==> src/rtl/adpcm_block_sample_decoder_defines.svh <==
// Assertion macros for the ADPCM block sample decoder.
`ifndef ADPCM_BLOCK_SAMPLE_DECODER_DEFINES_SVH
`define ADPCM_BLOCK_SAMPLE_DECODER_DEFINES_SVH

// Same-cycle implication, sampled on clk, off during rst.
`define ABSD_ASSERT_NOW(lbl, ante, cons, msg) \
  lbl: assert property (@(posedge clk) disable iff (rst) (ante) |-> (cons)) \
    else $error(msg);

// Next-cycle implication, sampled on clk, off during rst.
`define ABSD_ASSERT_NEXT(lbl, ante, cons, msg) \
  lbl: assert property (@(posedge clk) disable iff (rst) (ante) |=> (cons)) \
    else $error(msg);

`endif

==> src/rtl/absd_pkg.sv <==
// Shared types, constants and coefficient lookup for the ADPCM decoder.
package absd_pkg;

  localparam int SAMPLE_W = 16;
  localparam int COEF_W   = 8;
  localparam int PROD_W   = SAMPLE_W + COEF_W;
  localparam int SUM_W    = SAMPLE_W + 3;
  localparam int QUEUE_DEPTH = 2;

  localparam logic [3:0] POS_HEADER = 4'd0;
  localparam logic [3:0] POS_FLAGS  = 4'd1;
  localparam logic [3:0] POS_LAST   = 4'd15;

  localparam logic signed [COEF_W-1:0] COEF_A1 = 8'sd60;
  localparam logic signed [COEF_W-1:0] COEF_A2 = 8'sd115;
  localparam logic signed [COEF_W-1:0] COEF_B2 = -8'sd52;
  localparam logic signed [COEF_W-1:0] COEF_A3 = 8'sd98;
  localparam logic signed [COEF_W-1:0] COEF_B3 = -8'sd55;
  localparam logic signed [COEF_W-1:0] COEF_A4 = 8'sd122;
  localparam logic signed [COEF_W-1:0] COEF_B4 = -8'sd60;

  typedef enum logic [1:0] {
    CMD_HEADER,
    CMD_FLAGS,
    CMD_DATA
  } cmd_kind_t;

  typedef struct packed {
    cmd_kind_t  kind;
    logic [7:0] data;
    logic       clear;
    logic       last;
  } cmd_t;

  // Recent-sample coefficient; unlisted filters predict nothing.
  function automatic logic signed [COEF_W-1:0] coef_a(input logic [3:0] filt);
    logic signed [COEF_W-1:0] c;
    case (filt)
      4'd1:    c = COEF_A1;
      4'd2:    c = COEF_A2;
      4'd3:    c = COEF_A3;
      4'd4:    c = COEF_A4;
      default: c = '0;
    endcase
    return c;
  endfunction

  // Older-sample coefficient.
  function automatic logic signed [COEF_W-1:0] coef_b(input logic [3:0] filt);
    logic signed [COEF_W-1:0] c;
    case (filt)
      4'd2:    c = COEF_B2;
      4'd3:    c = COEF_B3;
      4'd4:    c = COEF_B4;
      default: c = '0;
    endcase
    return c;
  endfunction

endpackage

==> src/rtl/absd_if.sv <==
// Handshake channels: compressed byte input and decoded sample output.
interface absd_in_if;
  logic       valid;
  logic       ready;
  logic [7:0] byte_value;
  logic [3:0] byte_position;
  logic       clear_history;

  modport source (output valid, byte_value, byte_position, clear_history, input ready);
  modport sink   (input valid, byte_value, byte_position, clear_history, output ready);
endinterface

interface absd_out_if;
  logic        valid;
  logic        ready;
  logic [15:0] sample_first;
  logic [15:0] sample_second;
  logic        samples_valid;
  logic        loop_start_mark;
  logic        block_end_mark;
  logic        loop_repeat_mark;
  logic        last_of_block;

  modport source (output valid, sample_first, sample_second, samples_valid,
                  loop_start_mark, block_end_mark, loop_repeat_mark, last_of_block,
                  input ready);
  modport sink   (input valid, sample_first, sample_second, samples_valid,
                  loop_start_mark, block_end_mark, loop_repeat_mark, last_of_block,
                  output ready);
endinterface

==> src/rtl/absd_front.sv <==
// Front end: accept byte beats and classify them into commands.
module absd_front (
  absd_in_if.sink       compressed,
  input  logic          queue_full,
  output logic          push,
  output absd_pkg::cmd_t push_cmd
);

  assign compressed.ready = !queue_full;
  assign push = compressed.valid && !queue_full;

  always_comb begin
    push_cmd.data  = compressed.byte_value;
    push_cmd.clear = compressed.clear_history;
    push_cmd.last  = (compressed.byte_position == absd_pkg::POS_LAST);
    if (compressed.byte_position == absd_pkg::POS_HEADER) begin
      push_cmd.kind = absd_pkg::CMD_HEADER;
    end else if (compressed.byte_position == absd_pkg::POS_FLAGS) begin
      push_cmd.kind = absd_pkg::CMD_FLAGS;
    end else begin
      push_cmd.kind = absd_pkg::CMD_DATA;
    end
  end

endmodule

==> src/rtl/absd_cmd_fifo.sv <==
// Two-entry command queue between front end and decode engine.
module absd_cmd_fifo (
  input  logic           clk,
  input  logic           rst,
  input  logic           push,
  input  absd_pkg::cmd_t push_cmd,
  output logic           full,
  input  logic           pop,
  output absd_pkg::cmd_t head,
  output logic           empty
);

  localparam int PTR_W = $clog2(absd_pkg::QUEUE_DEPTH);
  localparam int CNT_W = $clog2(absd_pkg::QUEUE_DEPTH + 1);

  absd_pkg::cmd_t entries [absd_pkg::QUEUE_DEPTH];
  logic [PTR_W-1:0] wr_ptr;
  logic [PTR_W-1:0] rd_ptr;
  logic [CNT_W-1:0] count;

  assign full  = (count == CNT_W'(absd_pkg::QUEUE_DEPTH));
  assign empty = (count == '0);
  assign head  = entries[rd_ptr];

  always_ff @(posedge clk) begin
    if (push) begin
      entries[wr_ptr] <= push_cmd;
    end
  end

  always_ff @(posedge clk) begin
    if (rst) begin
      wr_ptr <= '0;
      rd_ptr <= '0;
      count  <= '0;
    end else begin
      if (push) begin
        wr_ptr <= wr_ptr + 1'b1;
      end
      if (pop) begin
        rd_ptr <= rd_ptr + 1'b1;
      end
      if (push && !pop) begin
        count <= count + 1'b1;
      end else if (pop && !push) begin
        count <= count - 1'b1;
      end
    end
  end

endmodule

==> src/rtl/absd_back.sv <==
// Decode engine: header state, flags results and two-nibble sample decode.
module absd_back (
  input  logic           clk,
  input  logic           rst,
  input  absd_pkg::cmd_t head,
  input  logic           empty,
  output logic           pop,
  output logic           mid_byte,
  absd_out_if.source     decoded
);

  logic signed [absd_pkg::SAMPLE_W-1:0] hist_recent;
  logic signed [absd_pkg::SAMPLE_W-1:0] hist_older;
  logic [3:0] filter_number;
  logic [3:0] shift_amount;
  logic       phase;
  logic signed [absd_pkg::SAMPLE_W-1:0] first_hold;

  logic [3:0] nib;
  logic signed [absd_pkg::SAMPLE_W-1:0] word;
  logic signed [absd_pkg::SAMPLE_W-1:0] scaled;
  logic signed [absd_pkg::PROD_W-1:0]   prod_a;
  logic signed [absd_pkg::PROD_W-1:0]   prod_b;
  logic signed [absd_pkg::SUM_W-1:0]    sum;
  logic signed [absd_pkg::SAMPLE_W-1:0] sample;
  logic out_free;
  logic do_header;
  logic do_flags;
  logic do_first;
  logic do_second;

  // One nibble per cycle while not stalled: scale, predict, saturate.
  always_comb begin
    nib    = phase ? head.data[7:4] : head.data[3:0];
    word   = {nib, 12'b0};
    scaled = word >>> shift_amount;
    prod_a = hist_recent * absd_pkg::coef_a(filter_number);
    prod_b = hist_older * absd_pkg::coef_b(filter_number);
    sum = $signed({{3{scaled[absd_pkg::SAMPLE_W-1]}}, scaled})
        + $signed({prod_a[absd_pkg::PROD_W-1], prod_a[absd_pkg::PROD_W-1:6]})
        + $signed({prod_b[absd_pkg::PROD_W-1], prod_b[absd_pkg::PROD_W-1:6]});
    if (sum > $signed(absd_pkg::SUM_W'(32767))) begin
      sample = 16'sh7fff;
    end else if (sum < -$signed(absd_pkg::SUM_W'(32768))) begin
      sample = 16'sh8000;
    end else begin
      sample = sum[absd_pkg::SAMPLE_W-1:0];
    end
  end

  always_comb begin
    out_free  = !decoded.valid || decoded.ready;
    do_header = !empty && (head.kind == absd_pkg::CMD_HEADER);
    do_flags  = !empty && (head.kind == absd_pkg::CMD_FLAGS) && out_free;
    do_first  = !empty && (head.kind == absd_pkg::CMD_DATA) && !phase;
    do_second = !empty && (head.kind == absd_pkg::CMD_DATA) && phase && out_free;
    pop       = do_header || do_flags || do_second;
  end

  assign mid_byte = phase;

  always_ff @(posedge clk) begin
    if (rst) begin
      hist_recent   <= '0;
      hist_older    <= '0;
      filter_number <= '0;
      shift_amount  <= '0;
      phase         <= 1'b0;
      decoded.valid <= 1'b0;
    end else begin
      if (do_header) begin
        filter_number <= head.data[7:4];
        shift_amount  <= head.data[3:0];
        if (head.clear) begin
          hist_recent <= '0;
          hist_older  <= '0;
        end
      end
      if (do_first || do_second) begin
        hist_older  <= hist_recent;
        hist_recent <= sample;
      end
      if (do_first) begin
        phase <= 1'b1;
      end else if (do_second) begin
        phase <= 1'b0;
      end
      if (do_flags || do_second) begin
        decoded.valid <= 1'b1;
      end else if (decoded.ready) begin
        decoded.valid <= 1'b0;
      end
    end
  end

  // Payload registers: hold the low-nibble sample, load results.
  always_ff @(posedge clk) begin
    if (do_first) begin
      first_hold <= sample;
    end
    if (do_flags) begin
      decoded.sample_first     <= '0;
      decoded.sample_second    <= '0;
      decoded.samples_valid    <= 1'b0;
      decoded.loop_start_mark  <= head.data[2];
      decoded.block_end_mark   <= head.data[0];
      decoded.loop_repeat_mark <= head.data[1];
      decoded.last_of_block    <= 1'b0;
    end else if (do_second) begin
      decoded.sample_first     <= first_hold;
      decoded.sample_second    <= sample;
      decoded.samples_valid    <= 1'b1;
      decoded.loop_start_mark  <= 1'b0;
      decoded.block_end_mark   <= 1'b0;
      decoded.loop_repeat_mark <= 1'b0;
      decoded.last_of_block    <= head.last;
    end
  end

endmodule

==> src/rtl/adpcm_block_sample_decoder.sv <==
// Top level of the single-voice ADPCM block sample decoder.
// Usage:
//   compressed carries one byte of a 16-byte ADPCM block per beat, with its
//   offset in the block and a clear_history flag that matters only on the
//   header byte (offset 0). decoded carries one result beat per flags byte
//   (offset 1, marks only) or data byte (offsets 2-15, two samples, low
//   nibble first). A header byte gives no result; it loads filter and shift.
// Flow:
//   A beat enters a two-entry command queue; the decode engine drains it.
//   A header or flags command is retired as a whole; a data byte stays at
//   the queue head and is decoded one nibble at a time through the single
//   multiply-add-saturate path, since the second nibble predicts from the
//   first. A result passes through the queue entry and the result register;
//   the queue takes new beats while the engine decodes a data byte.
// Stalls and reset:
//   When decoded is stalled, the result register holds, the engine stops
//   before loading a new result, and the queue fills; compressed.ready then
//   drops. rst (synchronous) empties the queue, drops the output beat and
//   zeroes history, filter and shift.
`include "adpcm_block_sample_decoder_defines.svh"

module adpcm_block_sample_decoder (
  input logic        clk,
  input logic        rst,
  absd_in_if.sink    compressed,
  absd_out_if.source decoded
);

  logic           q_push;
  absd_pkg::cmd_t q_push_cmd;
  logic           q_full;
  logic           q_pop;
  absd_pkg::cmd_t q_head;
  logic           q_empty;
  logic           mid_byte;

  // Classify beats into commands.
  absd_front u_front (
    .compressed (compressed),
    .queue_full (q_full),
    .push       (q_push),
    .push_cmd   (q_push_cmd)
  );

  // Decouple intake from decode.
  absd_cmd_fifo u_fifo (
    .clk      (clk),
    .rst      (rst),
    .push     (q_push),
    .push_cmd (q_push_cmd),
    .full     (q_full),
    .pop      (q_pop),
    .head     (q_head),
    .empty    (q_empty)
  );

  // Advance history and produce results.
  absd_back u_back (
    .clk      (clk),
    .rst      (rst),
    .head     (q_head),
    .empty    (q_empty),
    .pop      (q_pop),
    .mid_byte (mid_byte),
    .decoded  (decoded)
  );

  // A data byte stays at the queue head between its two nibbles.
  `ABSD_ASSERT_NOW(a_mid_byte_held, mid_byte, !q_empty && q_head.kind == absd_pkg::CMD_DATA, "data command lost mid-byte")
  // A new result beat comes only from a retired command.
  `ABSD_ASSERT_NOW(a_result_from_pop, $rose(decoded.valid), $past(q_pop), "result without retired command")
  // Sample beats carry no marks.
  `ABSD_ASSERT_NOW(a_data_no_marks, decoded.valid && decoded.samples_valid, !decoded.loop_start_mark && !decoded.block_end_mark && !decoded.loop_repeat_mark, "marks on sample beat")
  // Flags beats carry zero samples and no last-of-block flag.
  `ABSD_ASSERT_NOW(a_flags_clean, decoded.valid && !decoded.samples_valid, decoded.sample_first == '0 && decoded.sample_second == '0 && !decoded.last_of_block, "samples on flags beat")
  // The first nibble always leads into the second.
  `ABSD_ASSERT_NEXT(a_second_follows, !mid_byte && !q_empty && q_head.kind == absd_pkg::CMD_DATA, mid_byte, "second nibble not started")

endmodule
==> src/flat_wrapper.sv <==
// flat-port wrapper written by rule: the top's interface ports become plain ports
module adpcm_block_sample_decoder_flat 
  (clk, rst, compressed_valid, compressed_byte_value, compressed_byte_position, compressed_clear_history, compressed_ready, decoded_valid, decoded_sample_first, decoded_sample_second, decoded_samples_valid, decoded_loop_start_mark, decoded_block_end_mark, decoded_loop_repeat_mark, decoded_last_of_block, decoded_ready);
  absd_in_if compressed_i ();
  absd_out_if decoded_i ();
  input logic clk;
  input logic rst;
  input wire logic [$bits(compressed_i.valid)-1:0] compressed_valid;
  input wire logic [$bits(compressed_i.byte_value)-1:0] compressed_byte_value;
  input wire logic [$bits(compressed_i.byte_position)-1:0] compressed_byte_position;
  input wire logic [$bits(compressed_i.clear_history)-1:0] compressed_clear_history;
  output wire logic [$bits(compressed_i.ready)-1:0] compressed_ready;
  output wire logic [$bits(decoded_i.valid)-1:0] decoded_valid;
  output wire logic [$bits(decoded_i.sample_first)-1:0] decoded_sample_first;
  output wire logic [$bits(decoded_i.sample_second)-1:0] decoded_sample_second;
  output wire logic [$bits(decoded_i.samples_valid)-1:0] decoded_samples_valid;
  output wire logic [$bits(decoded_i.loop_start_mark)-1:0] decoded_loop_start_mark;
  output wire logic [$bits(decoded_i.block_end_mark)-1:0] decoded_block_end_mark;
  output wire logic [$bits(decoded_i.loop_repeat_mark)-1:0] decoded_loop_repeat_mark;
  output wire logic [$bits(decoded_i.last_of_block)-1:0] decoded_last_of_block;
  input wire logic [$bits(decoded_i.ready)-1:0] decoded_ready;
  assign compressed_i.valid = compressed_valid;
  assign compressed_i.byte_value = compressed_byte_value;
  assign compressed_i.byte_position = compressed_byte_position;
  assign compressed_i.clear_history = compressed_clear_history;
  assign compressed_ready = compressed_i.ready;
  assign decoded_valid = decoded_i.valid;
  assign decoded_sample_first = decoded_i.sample_first;
  assign decoded_sample_second = decoded_i.sample_second;
  assign decoded_samples_valid = decoded_i.samples_valid;
  assign decoded_loop_start_mark = decoded_i.loop_start_mark;
  assign decoded_block_end_mark = decoded_i.block_end_mark;
  assign decoded_loop_repeat_mark = decoded_i.loop_repeat_mark;
  assign decoded_last_of_block = decoded_i.last_of_block;
  assign decoded_i.ready = decoded_ready;
  adpcm_block_sample_decoder u_core (.clk(clk), .rst(rst), .compressed(compressed_i), .decoded(decoded_i));
endmodule
==> config.mk <==
export PLATFORM = sky130hd
export DESIGN_NAME = adpcm_block_sample_decoder_flat
export DESIGN_NICKNAME = d
export VERILOG_FILES = /design/src/rtl/absd_pkg.sv /design/src/rtl/absd_if.sv /design/src/rtl/absd_front.sv /design/src/rtl/absd_cmd_fifo.sv /design/src/rtl/absd_back.sv /design/src/rtl/adpcm_block_sample_decoder.sv /design/src/flat_wrapper.sv
export VERILOG_INCLUDE_DIRS = /design/src /design/src/rtl
export SDC_FILE = /design/constraint.sdc
export NUM_CORES = 1
export LEC_CHECK = 0
export BUFFER_PORTS_ARGS = -buffer_cell sky130_fd_sc_hd__buf_2
export CAP_MARGIN = 20
export CORE_ASPECT_RATIO = 1.5
export CORE_UTILIZATION = 30
export DETAILED_ROUTE_END_ITERATION = 8
export GPL_TIMING_DRIVEN = 0
export SETUP_SLACK_MARGIN = 0.2
export SLEW_MARGIN = 5
export SYNTH_ARGS = -nofsm -noshare
export SYNTH_HDL_FRONTEND = slang
export SYNTH_SLANG_ARGS = --single-unit
==> constraint.sdc <==
create_clock -name clk -period 11.8 [get_ports clk]
set_input_delay 1.77 -clock clk [delete_from_list [all_inputs] [get_ports clk]]
set_output_delay 1.77 -clock clk [all_outputs]
set_load 0.05 [all_outputs]
# == Yosys cells after proc, flatten, opt, wreduce, memory -nomap -nowiden ==
# Memory sizes are Yosys's and may differ from the RTL's. A register that Yosys moved wholly into a read port is not among the register bits.
# Index checks and enable logic that the tools add are counted.
# word_totals
mem_count,1
out_inout_bits,39
ram_bits,24
elab_cells,93
input_bits,17
ff_bits,99
# memory_table
name,depth,word_bits,rd,rd_ports_with_merged_regs,wr,line,text
u_core.u_fifo.entries,2,12,1,1,1,absd_cmd_fifo.sv:16,absd_pkg::cmd_t entries [absd_pkg::QUEUE_DEPTH];
# classes
shifts,1
addsub,6
magnitude_cmp,2
n_eq_ne,9
n_mul,2
n_reduce_logical,31
muxes,24
# ops
op,count
two-way mux 16 bit,6
multiplier 16 x 8 -> 24 bit,2
one-hot mux 7 bit (4 select lines),1
one-hot mux 8 bit (3 select lines),1
adder 16 x 18 -> 19 bit,1
adder 19 x 18 -> 19 bit,1
greater-than comparator 19 x 16 -> 1 bit (second input constant),1
less-than comparator 19 x 16 -> 1 bit (second input constant),1
>>> shifter 16 x 4 -> 16 bit,1
nonzero test 2 bit,6
two-way mux 1 bit,11
logical AND 1 bit,10
equality test 4 x 1 -> 1 bit (second input constant),2
equality test 4 x 2 -> 1 bit (second input constant),2
two-way mux 2 bit,4
logical NOT 1 bit,6
logical OR 1 bit,5
equality test 2 bit (second input constant),2
equality test 4 x 3 -> 1 bit (second input constant),1
equality test 4 bit (second input constant),1
logical NOT 2 bit,2
logical NOT 4 bit,1
two-way mux 4 bit,1
adder 1 bit (second input constant),2
4 further kinds,4

# == Longest topological paths before layout ==
# Gate-level depths: netlist of the first run.
# depth
word_depth,9
ltp_mapped,37
depth_no_buf,33

# == Cells and area by module ==
# From an unflattened synthesis of the first run, not the netlist that was laid out.
# hier_totals
cells_unflattened,1418
hier_area_um2,13228.9
# by_module_without_submodules
module,n_inst,area_each_um2,seq_area_each_um2,cells_per_inst
absd_back,1,12057.8,2092.0,1345
absd_cmd_fifo,1,1068.5,820.8,59
absd_front,1,102.6,0.0,14

# == Least setup slack after synthesis of the first run ==
# No wires, ideal clock.
# synth_path
kind,flip-flop to flip-flop
from,register u_core.u_back.filter_number[0]
to,register u_core.u_back.hist_recent[5] in the netlist's numbering
t_required_ns,11.678
stages_incl_launch_ff,33
setup_time_ns,0.122
setup_slack_ns,3.425
t_arrival_ns,8.253
n_path_buf,4
synth_period_minus_slack_ns,8.375
path_cell_list,dfxtp_1 > clkbuf_1 > nor4b_1 > clkbuf_1 > nand2_1 > fa_1 > fa_1 > inv_1 > fa_1 > inv_1 > fa_1 > inv_1 > ha_1 > a21oi_1 > o221ai_1 > nor3_1 > nor2b_1 > o21a_1 > o21a_1 > or2_2 > fa_1 > inv_1 > ha_1 > a211oi_2 > o211ai_2 > a311o_1 > nand4_1 > nor3b_4 > o31ai_4 > and3b_1 > buf_6 > buf_6 > a221o_1
# synth_between
elab_chain_len,9
word_cells_on_any_way,15
cone_classes,2 x add/sub; 2 x mul; 2 x order compare; 4 x eq/ne; 5 x mux
# synth_lines
item,line,text
from (decl),absd_back.sv:14,logic [3:0] filter_number;
from (signal assigned),absd_back.sv:72,filter_number <= head.data[7:4];
"equality test 4 x 3 -> 1 bit, or another cell as far along","absd_pkg.sv:38, absd_pkg.sv:51",
one-hot mux 7 bit (4 select lines),absd_pkg.sv:38,case (filt)
multiplier 16 x 8 -> 24 bit,absd_back.sv:37,prod_a = hist_recent * absd_pkg::coef_a(filter_number);
adder 16 x 18 -> 19 bit,absd_back.sv:40,"+ $signed({prod_a[absd_pkg::PROD_W-1], prod_a[absd_pkg::PROD_W-1:6]})"
adder 19 x 18 -> 19 bit *,absd_back.sv:41,"+ $signed({prod_b[absd_pkg::PROD_W-1], prod_b[absd_pkg::PROD_W-1:6]});"
less-than comparator 19 x 16 -> 1 bit,absd_back.sv:44,end else if (sum < -$signed(absd_pkg::SUM_W'(32768))) begin
two-way mux 16 bit,absd_back.sv:44,
two-way mux 16 bit *,absd_back.sv:42,if (sum > $signed(absd_pkg::SUM_W'(32767))) begin
two-way mux 16 bit *,absd_back.sv:79,if (do_first || do_second) begin
to (signal assigned),absd_back.sv:81,hist_recent <= sample;
to (decl),absd_back.sv:12,logic signed [absd_pkg::SAMPLE_W-1:0] hist_recent;
# Every way passes the cells marked *; elsewhere a longest branch is shown, timed or not.
# A chain may end at the register's enable or synchronous reset.

# == Worst setup path in the final report of the first run ==
# layout_path
from,register u_core.u_back.filter_number[0]
to,register u_core.u_back.hist_recent[14] in the netlist's numbering
# Same word-level chain as after synthesis.

==> results of run 1 <==
## layer usage
layer  wire length [um]  track usage [%]  vias up
met5                  0                0        -
met2              18100             30.6      172
met3                824             1.72       46
met4               1010             6.39        0
met1              12000             14.5     4910
li1                   -                -     4863
## cells in the mapped netlist (31+ instances only)
cell type and n:
inv_1 255, nand2_1 162, fa_1 154, ha_1 136, nor2_1 88, dfxtp_1 81, and2_1 65, o21ai_0 45
edfxtp_1 43, a21oi_1 39, clkbuf_1 38, xnor2_1 38, nand3_1 31
## state kept, by name (all words and copies together), names as in the netlist, named ones only
| name | cells |
|---|---|
| u_core.u_back.decoded.last_of_block | 1 |
| u_core.u_back.first_hold | 16 |
| u_core.u_back.mid_byte | 1 |
| u_core.u_back.decoded.valid | 1 |
| u_core.u_back.hist_recent | 16 |
| u_core.u_fifo.rd_ptr | 1 |
| u_core.u_fifo.count | 2 |
| u_core.u_back.decoded.sample_first | 16 |
| u_core.u_back.decoded.sample_second | 16 |
| u_core.u_back.decoded.loop_repeat_mark | 1 |
| u_core.u_back.hist_older | 16 |
| u_core.u_fifo.wr_ptr | 1 |
| u_core.u_back.decoded.samples_valid | 1 |
| u_core.u_back.decoded.loop_start_mark | 1 |
| u_core.u_back.filter_number | 4 |
| u_core.u_back.shift_amount | 4 |
| u_core.u_back.decoded.block_end_mark | 1 |
| u_core.u_fifo.entries | 24 |
## power by group through the flow
stage          registers [mW]  logic, mW  clock network (mW)
2_1_floorplan           0.866       1.27                   0
3_3_place_gp            0.722       1.85                   0
3_5_place_dp            0.725       1.90                   0
4_1_cts                 0.717       1.91               0.553
5_1_grt                 0.732       2.12               0.573
6_report                0.717       1.89               0.546
## layout make-up
type | instances | area, um2 | area share, %
buffer | 48 | 205 | 1.39
clock buffer | 23 | 554 | 3.75
clock inverter | 9 | 81.3 | 0.551
inverter | 255 | 957 | 6.48
multi-input combinational | 1008 | 9050 | 61.3
sequential | 124 | 2910 | 19.7
tap | 570 | 713 | 4.83
timing repair buffer | 58 | 300 | 2.03
## cells in the final DEF (no fill, tap or decap), types with 30 or more instances in the layout
cell type,count
inv_1,255
nand2_1,162
fa_1,154
ha_1,136
nor2_1,88
dfxtp_1,81
and2_1,65
buf_2,59
o21ai_0,45
edfxtp_1,43
a21oi_1,39
clkbuf_1,39
xnor2_1,38
nand3_1,31
a221o_1,30
## kinds of logic after synthesis
| logic type | count (synthesis) |
|---|---|
| multiplexers | 17 |
| XOR/XNOR | 55 |
| AO/OA/AOI/OAI | 206 |
| adder cells (fa/ha/maj) | 290 |
| AND/OR/NAND/NOR | 440 |
| flip-flops | 124 |
| buffers and inverters | 303 |
## worst max-delay path, delay by kind of cell (launching register included)
| family | cells | cell delay (ns) |
|---|---|---|
| flip-flops | 1 | 0.30 |
| adder cells (fa/ha/maj) | 7 | 2.83 |
| AO/OA/AOI/OAI | 10 | 2.46 |
| buffers and inverters | 10 | 2.20 |
| AND/OR/NAND/NOR | 9 | 2.20 |
## path summary, 6_finish.rpt
kind / start / end / slack [ns] / cells past startpoint
hold reg to reg: u_core.u_back.first_hold[10] / u_core.u_back.decoded.sample_first[10] / 0.43 / 2
setup / recovery: u_core.u_back.filter_number[0] / u_core.u_back.hist_recent[14] / 1.67 / 36
hold / removal: u_core.u_back.first_hold[10] / u_core.u_back.decoded.sample_first[10] / 0.43 / 2
setup reg to reg: u_core.u_back.filter_number[0] / u_core.u_back.hist_recent[14] / 1.67 / 36
## metrics by stage
step / utilization, % / std cells / total power [mW] / setup WS [ns]
after global placement: 32.7 / 2059 / 2.57 / 1.20
after detailed placement: 32.8 / 2062 / 2.62 / 1.72
after floorplan: - / 1435 / 2.13 / 3.42
final: 34.3 / 2095 / 3.16 / 1.67
after global routing: 34.3 / 2095 / 3.43 / 1.21
after CTS: 34.3 / 2094 / 3.18 / 1.70
==> flow_summary.yaml, run 1 <==
die:
  core_um2: 43100
  dieArea_um2: 44600
  die_x_um: 173
  ioPinCount: 56
  start_util_pct: 30.5
  rows: 93
  fp.dieH_um: 258
power:
  p_clk_share_pct: 17.3
  p_sw_share_pct: 48.9
  p_sw_mw: 1.54
  power_density_nw_per_um2: 214
  intPower_mw: 1.61
  ir_drop_v: 0.000139
  p_seq_share_pct: 22.7
  power_frac_comb_pct: 60.0
  p_leak_nw: 7.47
drt:
  antenna_left: 0
  wl_per_cell_um: 15.2
  vias_per_cell: 4.77
  drt_iter0_markers: 339
  firstDrtPassIters: 5
  routed_wl_um: 31800
  num_vias: 9991
  drc_errors: 0
synthesis:
  yosys-top-cells-area: "fa_1 (24%), ha_1 (13%), dfxtp_1 (12%)"
  synth-compound-area-share_pct: 11.2
  synth-async-reset-ratio_pct: 0
  synth-xor-area-share_pct: 3.73
  syn-instance-count: 1435
  synth_top_family_by_area: "adder cells"
  ys_seq_area_share_pct: 22.2
  syn_avg_cell_area_um2: 9.14
  synth-edff-count: 43
  synthFlopType: "dfxtp_1"
  syn_area_um2: 13100
  ys_warn_count: 0
  synth_simple_gate_area_share_pct: 16.2
  synth_seq_cells: 124
  yosysUniqueCellTypes: 66
  synth_top_cell_area_share_pct: 23.5
  synth_nets: 1742
  synth.area.mux_share_pct: 1.36
  synthAdderAreaFrac_pct: 36.5
  synth_area_leader_cell: "fa_1"
clock_network:
  cts_root_buf: "clkbuf_16"
  postCtsHoldBufs: 0
  cts.repair.resized: 0
  clockBufferDepth: 2
  worst_setup_hold_path_clk_slew_ns: 0.06
  clk_latency_ns: 0.43
  cts_tree: "done"
  htreeDepth: 4
  cts_buffers: 17
  post-cts-setup-buffer-count: 0
  cts.sinks: 124
layout:
  area_growth_syn_to_layout_pct: 12.7
  diodes: 0
  layout-drive-gt1-share_pct: 8.72
  nets: 1819
  nFillCells: 4434
  final_area_um2: 14800
global_routing:
  grt_start_max_net_pins: 17
  grt_pass1_vias: 10658
  gr-usage-all-layers_pct: 14.8
  grt_pass1_wl_um: 52100
  gr-total-overflow: 0
  grt_antenna_before_repair: 0
timing:
  finalHoldViolations: 0
  drv_slew: 0
  rsz0062_at_grt: "false"
  layout_min_cycle_time_ns: 10.13
  slew_headroom_pct: 21.5
  worst_slew_pin_slew_ns: 1.16
  finalSetupViolCount: 0
  fmax_mhz: 98.7
  fin_skew_ns: 0.00764
  layout_worst_path_cycle_share_pct: 85.8
  fin_setup_tns_ns: 0
  whs_ns: 0.427
placement:
  gp_congestion: 0.916
  dp_hpwl_um: 27300
  numPortBuffers: 54
  place_area_um2: 14100
setup_path:
  cp_max_fo: 10
  worst-setup-path-type: "reg2reg"
  endpoint_kind: "register"
  cp.required_ns: 12.11
  crit_path_start_kind: "register"
  max_stage_delay_ns: 0.55
  slowest_stage: "clkbuf_1"
  cp.arrival_ns: 10.44
outcome:
  status: "complete, no violations"
min_path:
  worstHoldPathType: "reg2reg"
flow_run:
  maxCapViolations: 0
No activity file was read; power rests on OpenSTA's default activity.
==> run 2, diff against run 1 <==
- GPL_TIMING_DRIVEN: 0 -> unset
- PLACE_DENSITY_LB_ADDON: unset -> 0.1
- SYNTH_HIERARCHICAL: unset -> 1
==> flow_summary.yaml, run 2 <==
clock_network:
  postCtsHoldBufs: 0
  cts_tree: "done"
  htreeDepth: 4
  cts.repair.resized: 0
  cts_buffers: 17
  worst_setup_hold_path_clk_slew_ns: 0.06
  clk_latency_ns: 0.43
  post-cts-setup-buffer-count: 0
  clockBufferDepth: 2
  cts_root_buf: "clkbuf_16"
  cts.sinks: 124
timing:
  worst_slew_pin_slew_ns: 1.06
  finalHoldViolations: 0
  fmax_mhz: 101
  fin_skew_ns: 0.0131
  worst_slack_ns: 1.93
  drv_slew: 0
  finalSetupViolCount: 0
  layout_min_cycle_time_ns: 9.87
  slew_headroom_pct: 29.3
  fin_setup_tns_ns: 0
  rsz0062_at_grt: "false"
  layout_worst_path_cycle_share_pct: 83.6
setup_path:
  cp_max_fo: 19
  crit_path_start_kind: "register"
  cp.arrival_ns: 10.23
  cp.required_ns: 12.16
  max_stage_delay_ns: 0.87
  endpoint_kind: "register"
  cpMostUsedCell: "fa_1"
  worst-setup-path-type: "reg2reg"
  slowest_stage: "a21oi_1"
synthesis:
  synth_nets: 1725
  syn-instance-count: 1418
  synthFlopType: "dfxtp_1"
  yosysMostFrequentCell: "inv_1"
  ys_warn_count: 6
  synth_seq_cells: 124
  synth_area_leader_cell: "fa_1"
  syn_area_um2: 13200
  ys_seq_area_share_pct: 22.0
  yosysUniqueCellTypes: 69
  yosys-top-cells-area: "fa_1 (23%), ha_1 (13%), dfxtp_1 (12%)"
  synth_top_cell_area_share_pct: 23.3
  syn_avg_cell_area_um2: 9.33
  synthTopCellsByCount: "inv_1 (261), fa_1 (154), ha_1 (136), nand2_1 (115), nor2_1 (89)"
  synth-edff-count: 43
  synth-async-reset-ratio_pct: 0
global_routing:
  gr-total-overflow: 0
  grt_pass1_wl_um: 58900
  grt_start_max_net_pins: 36
  grt_antenna_before_repair: 0
  grt_pass1_vias: 10044
  gr-usage-all-layers_pct: 17.3
layout:
  largest_reg_flops: 24
  diodes: 0
  area_growth_syn_to_layout_pct: 11.1
  layout-drive-gt1-share_pct: 9.57
  nets: 1757
  final_cell_mix: "inv_1 (261), fa_1 (154), ha_1 (136)"
  final_common_cell: "inv_1"
  regMostFlops: "u_core/u_fifo/entries"
placement:
  place_ws_ns: 1.93
  dp_hpwl_um: 31200
  gp_congestion: 0.818
  numPortBuffers: 55
die:
  fp.dieH_um: 259
  rows: 93
  core_um2: 43200
  ioPinCount: 56
  dieArea_um2: 45000
  start_util_pct: 30.6
  die_x_um: 173
drt:
  wl_met1_um: 14900
  drt_iter0_markers: 515
  highest_layer: "met4"
  vias_per_cell: 4.76
  routed_wl_um: 37500
  wl_met2_um: 20900
  drc_errors: 0
  wl_per_cell_um: 18.5
  met3WireLength_um: 718
  firstDrtPassIters: 5
  antenna_left: 0
  num_vias: 9678
flow_run:
  maxCapViolations: 0
power:
  power_density_nw_per_um2: 182
  ir_drop_v: 0.0000953
  p_total_mw: 2.67
  p_leak_nw: 7.37
outcome:
  status: "complete, no violations"
min_path:
  worstHoldPathType: "reg2reg"
[run 2: cell types whose count changed after synthesis, sizes merged, moves of 8 or more]
cell,change
buf,+10
mux2,+8
a22o,+17
and2,+10
a211oi,-8
nand3,-20
mux2i,-8
a21o,+9
nand2,-46
[run 2: worst paths after layout]
| path | start | endpoint | slack, ns | depth (start not counted) |
|---|---|---|---|---|
| worst max-delay path | u_core/u_back/filter_number[0] | u_core/u_back/decoded.sample_second[1] | 1.93 | 28 |
| worst min-delay path | u_core/u_back/first_hold[10] | u_core/u_back/decoded.sample_first[10] | 0.46 | 1 |
| worst max register to register | u_core/u_back/filter_number[0] | u_core/u_back/decoded.sample_second[1] | 1.93 | 28 |
| worst min register to register | u_core/u_back/first_hold[10] | u_core/u_back/decoded.sample_first[10] | 0.46 | 1 |
[run 2: stage by stage]
step	instance area, um2	utilization, %	hold slack [ns]	instances
after floorplan	13200	-	0.442	1418
after CTS	14700	34.0	0.463	2032
after detailed placement	14100	32.6	0.451	2000
after global placement	14100	32.6	0.448	2000
after global routing	14700	34.0	0.477	2033
final	14700	34.0	0.460	2033
[run 2: cells by family (layout without fill, tap and decap cells)]
family	after synthesis	count (layout)	share of synthesized area [%]
DFF	124	124	22.0
and+or+nand+nor	383	383	14.4
buffers and inverters	317	362	9.43
xor gates and xnor gates	60	60	3.97
adders and majority gates	290	290	36.2
muxes	18	18	1.60
AOI/OAI and AO/OA	226	226	12.4
[run 2: final cells by class]
type,count,area (um2)
Sequential cell,124,2910
Inverter,261,980
Fill cell,4533,28500
Tap cell,570,713
Multi-Input combinational cell,977,9080
Clock inverter,14,194
Timing Repair Buffer,69,380
Clock buffer,18,429
[run 2: critical path: cells and delay by family (launching register included)]
family | cells | cell delay [ns]
xor gates and xnor gates | 1 | 0.17
buffers and inverters | 3 | 0.43
DFF | 1 | 0.76
adders and majority gates | 7 | 3.13
and+or+nand+nor | 5 | 1.57
AOI/OAI and AO/OA | 12 | 3.71
[run 2: metal layers]
metal	GRT usage [%]	up-vias
met5	0	-
met4	6.10	0
met3	1.63	32
met2	34.0	149
met1	18.9	4772
li1	-	4725
[run 2: power breakdown]
| part | internal (mW) | leakage [nW] | switching [mW] | total [mW] |
|---|---|---|---|---|
| clock | 0.354 | 0.291 | 0.206 | 0.560 |
| combinational | 0.440 | 6.02 | 0.946 | 1.39 |
| sequential | 0.609 | 1.06 | 0.118 | 0.727 |
==> run 3, diff against run 2 <==
- clock period: 11.8 -> 9.8 ns (I/O delays scaled with it)
==> flow_summary.yaml, run 3 (synthesis results as in run 2) <==
outcome:
  status: "complete, no violations"
clock_network:
  htreeDepth: 4
  cts.sinks: 124
  cts_tree: "done"
  cts_root_buf: "clkbuf_16"
  postCtsHoldBufs: 0
  worst_setup_hold_path_clk_slew_ns: 0.06
  clk_latency_ns: 0.44
  cts_buffers: 17
  clockBufferDepth: 2
setup_path:
  cp_max_fo: 16
  cpMostUsedCell: "fa_1"
  endpoint_kind: "register"
  max_stage_delay_ns: 0.64
  cp.arrival_ns: 9.41
  crit_path_start_kind: "register"
  worst-setup-path-type: "reg2reg"
  slowest_stage: "nor3b_4"
  r2r_cells: 32
  cp.required_ns: 10.17
timing:
  layout_min_cycle_time_ns: 9.04
  fmax_mhz: 111
  layout_worst_path_cycle_share_pct: 92.2
  rsz0062_at_grt: "false"
  finalSetupViolCount: 0
  slew_headroom_pct: 35.6
  fin_skew_ns: 0.0171
  finalHoldViolations: 0
  fin_setup_tns_ns: 0
  worst_slew_pin_slew_ns: 0.959
  drv_slew: 0
global_routing:
  grt_start_max_net_pins: 36
  grt_antenna_before_repair: 0
  grt_pass1_wl_um: 61100
  grt_pass1_vias: 10398
  gr-total-overflow: 0
  gr-usage-all-layers_pct: 18.0
power:
  p_total_mw: 3.22
  p_sw_mw: 1.56
  p_seq_share_pct: 27.3
  power_frac_comb_pct: 52.8
  ir_drop_v: 0.0000988
  p_clk_share_pct: 19.9
  p_leak_nw: 7.41
  intPower_mw: 1.66
  power_density_nw_per_um2: 218
  p_sw_share_pct: 48.5
drt:
  wl_per_cell_um: 18.9
  antenna_left: 0
  vias_per_cell: 4.76
  num_vias: 9710
  firstDrtPassIters: 6
  drc_errors: 0
  routed_wl_um: 38600
  drt_iter0_markers: 469
min_path:
  whs_path_depth: 1
  worstHoldPathType: "reg2reg"
layout:
  diodes: 0
  largest_reg_flops: 24
  regMostFlops: "u_core/u_fifo/entries"
  area_growth_syn_to_layout_pct: 11.6
  final_common_cell: "inv_1"
  nFillCells: 4554
  final_cell_mix: "inv_1 (260), fa_1 (154), ha_1 (136)"
  layout-drive-gt1-share_pct: 10.5
  nets: 1766
die:
  die_x_um: 173
  fp.dieH_um: 259
  core_um2: 43200
  ioPinCount: 56
  start_util_pct: 30.6
  dieArea_um2: 45000
  rows: 93
flow_run:
  maxCapViolations: 0
placement:
  numPortBuffers: 55
  gp_congestion: 0.886
  dp_hpwl_um: 32100
-- run 3: cell count changes in the layout (fill, tap and decap cells not counted), moves of 2 or more --
cell	delta
buf_4	+8
bufinv_16	-2
inv_6	+3
nor3b_2	-2
nor3b_4	+2
-- run 3: final timing paths --
kind                                   from                                     to  slack (ns)
max reg2reg  u_core/u_back/filter_number[1]           u_core/u_back/hist_recent[8]        0.76
min reg2reg     u_core/u_back/first_hold[2]  u_core/u_back/decoded.sample_first[2]        0.46
min             u_core/u_back/first_hold[2]  u_core/u_back/decoded.sample_first[2]        0.46
max          u_core/u_back/filter_number[1]           u_core/u_back/hist_recent[8]        0.76
-- run 3: power groups by stage --
| stage | registers, mW | logic [mW] | clock network, mW |
|---|---|---|---|
| 2_1_floorplan | 0.997 | 1.02 | 0 |
| 3_3_place_gp | 0.897 | 1.68 | 0 |
| 3_5_place_dp | 0.894 | 1.69 | 0 |
| 4_1_cts | 0.884 | 1.69 | 0.659 |
| 5_1_grt | 0.898 | 1.87 | 0.679 |
| 6_report | 0.878 | 1.70 | 0.642 |
-- run 3: what timing repair did --
item,CTS,global route
endpoints found under the setup margin,0,44
setup buffers,0,3
gates resized for setup,0,7
-- run 3: layout make-up --
| type | count | area [um2] | area share, % |
|---|---|---|---|
| clock inverters | 15 | 161 | 1.09 |
| clock buffers | 17 | 425 | 2.88 |
| multi-input cells | 977 | 9110 | 61.7 |
| flip-flops and latches | 124 | 2910 | 19.7 |
| repair buffers | 78 | 452 | 3.06 |
| inverters | 261 | 983 | 6.66 |
| well taps | 570 | 713 | 4.83 |
-- run 3: worst max-delay path: cells and delay by family (launching register included) --
kind | cells | cell delay (ns)
compound gates | 12 | 2.82
xor+xnor | 1 | 0.17
fa+ha+maj | 7 | 2.71
buf+inv | 5 | 0.53
flops | 1 | 0.48
simple gates | 7 | 2.22
-- run 3: per-stage QoR --
step           cell area, um2  cells  setup WS, ns  hold slack, ns  util (%)
6_report                14800   2042         0.760           0.459      34.2
2_1_floorplan           13200   1418          1.14           0.442         -
3_3_place_gp            14100   2005         0.420           0.446      32.7
3_5_place_dp            14100   2006         0.379           0.449      32.7
5_1_grt                 14800   2042         0.197           0.476      34.2
4_1_cts                 14700   2038         0.342           0.460      34.0
-- run 3: per-layer routing --
layer | wire length, um | share of wire (%) | vias to the layer above | GRT usage, %
met5 | 0 | 0 | - | 0
met4 | 639 | 1.7 | 0 | 4.60
met1 | 15100 | 39 | 4793 | 19.5
li1 | - | - | 4740 | -
met2 | 22200 | 57 | 152 | 36.7
met3 | 752 | 1.9 | 25 | 1.70
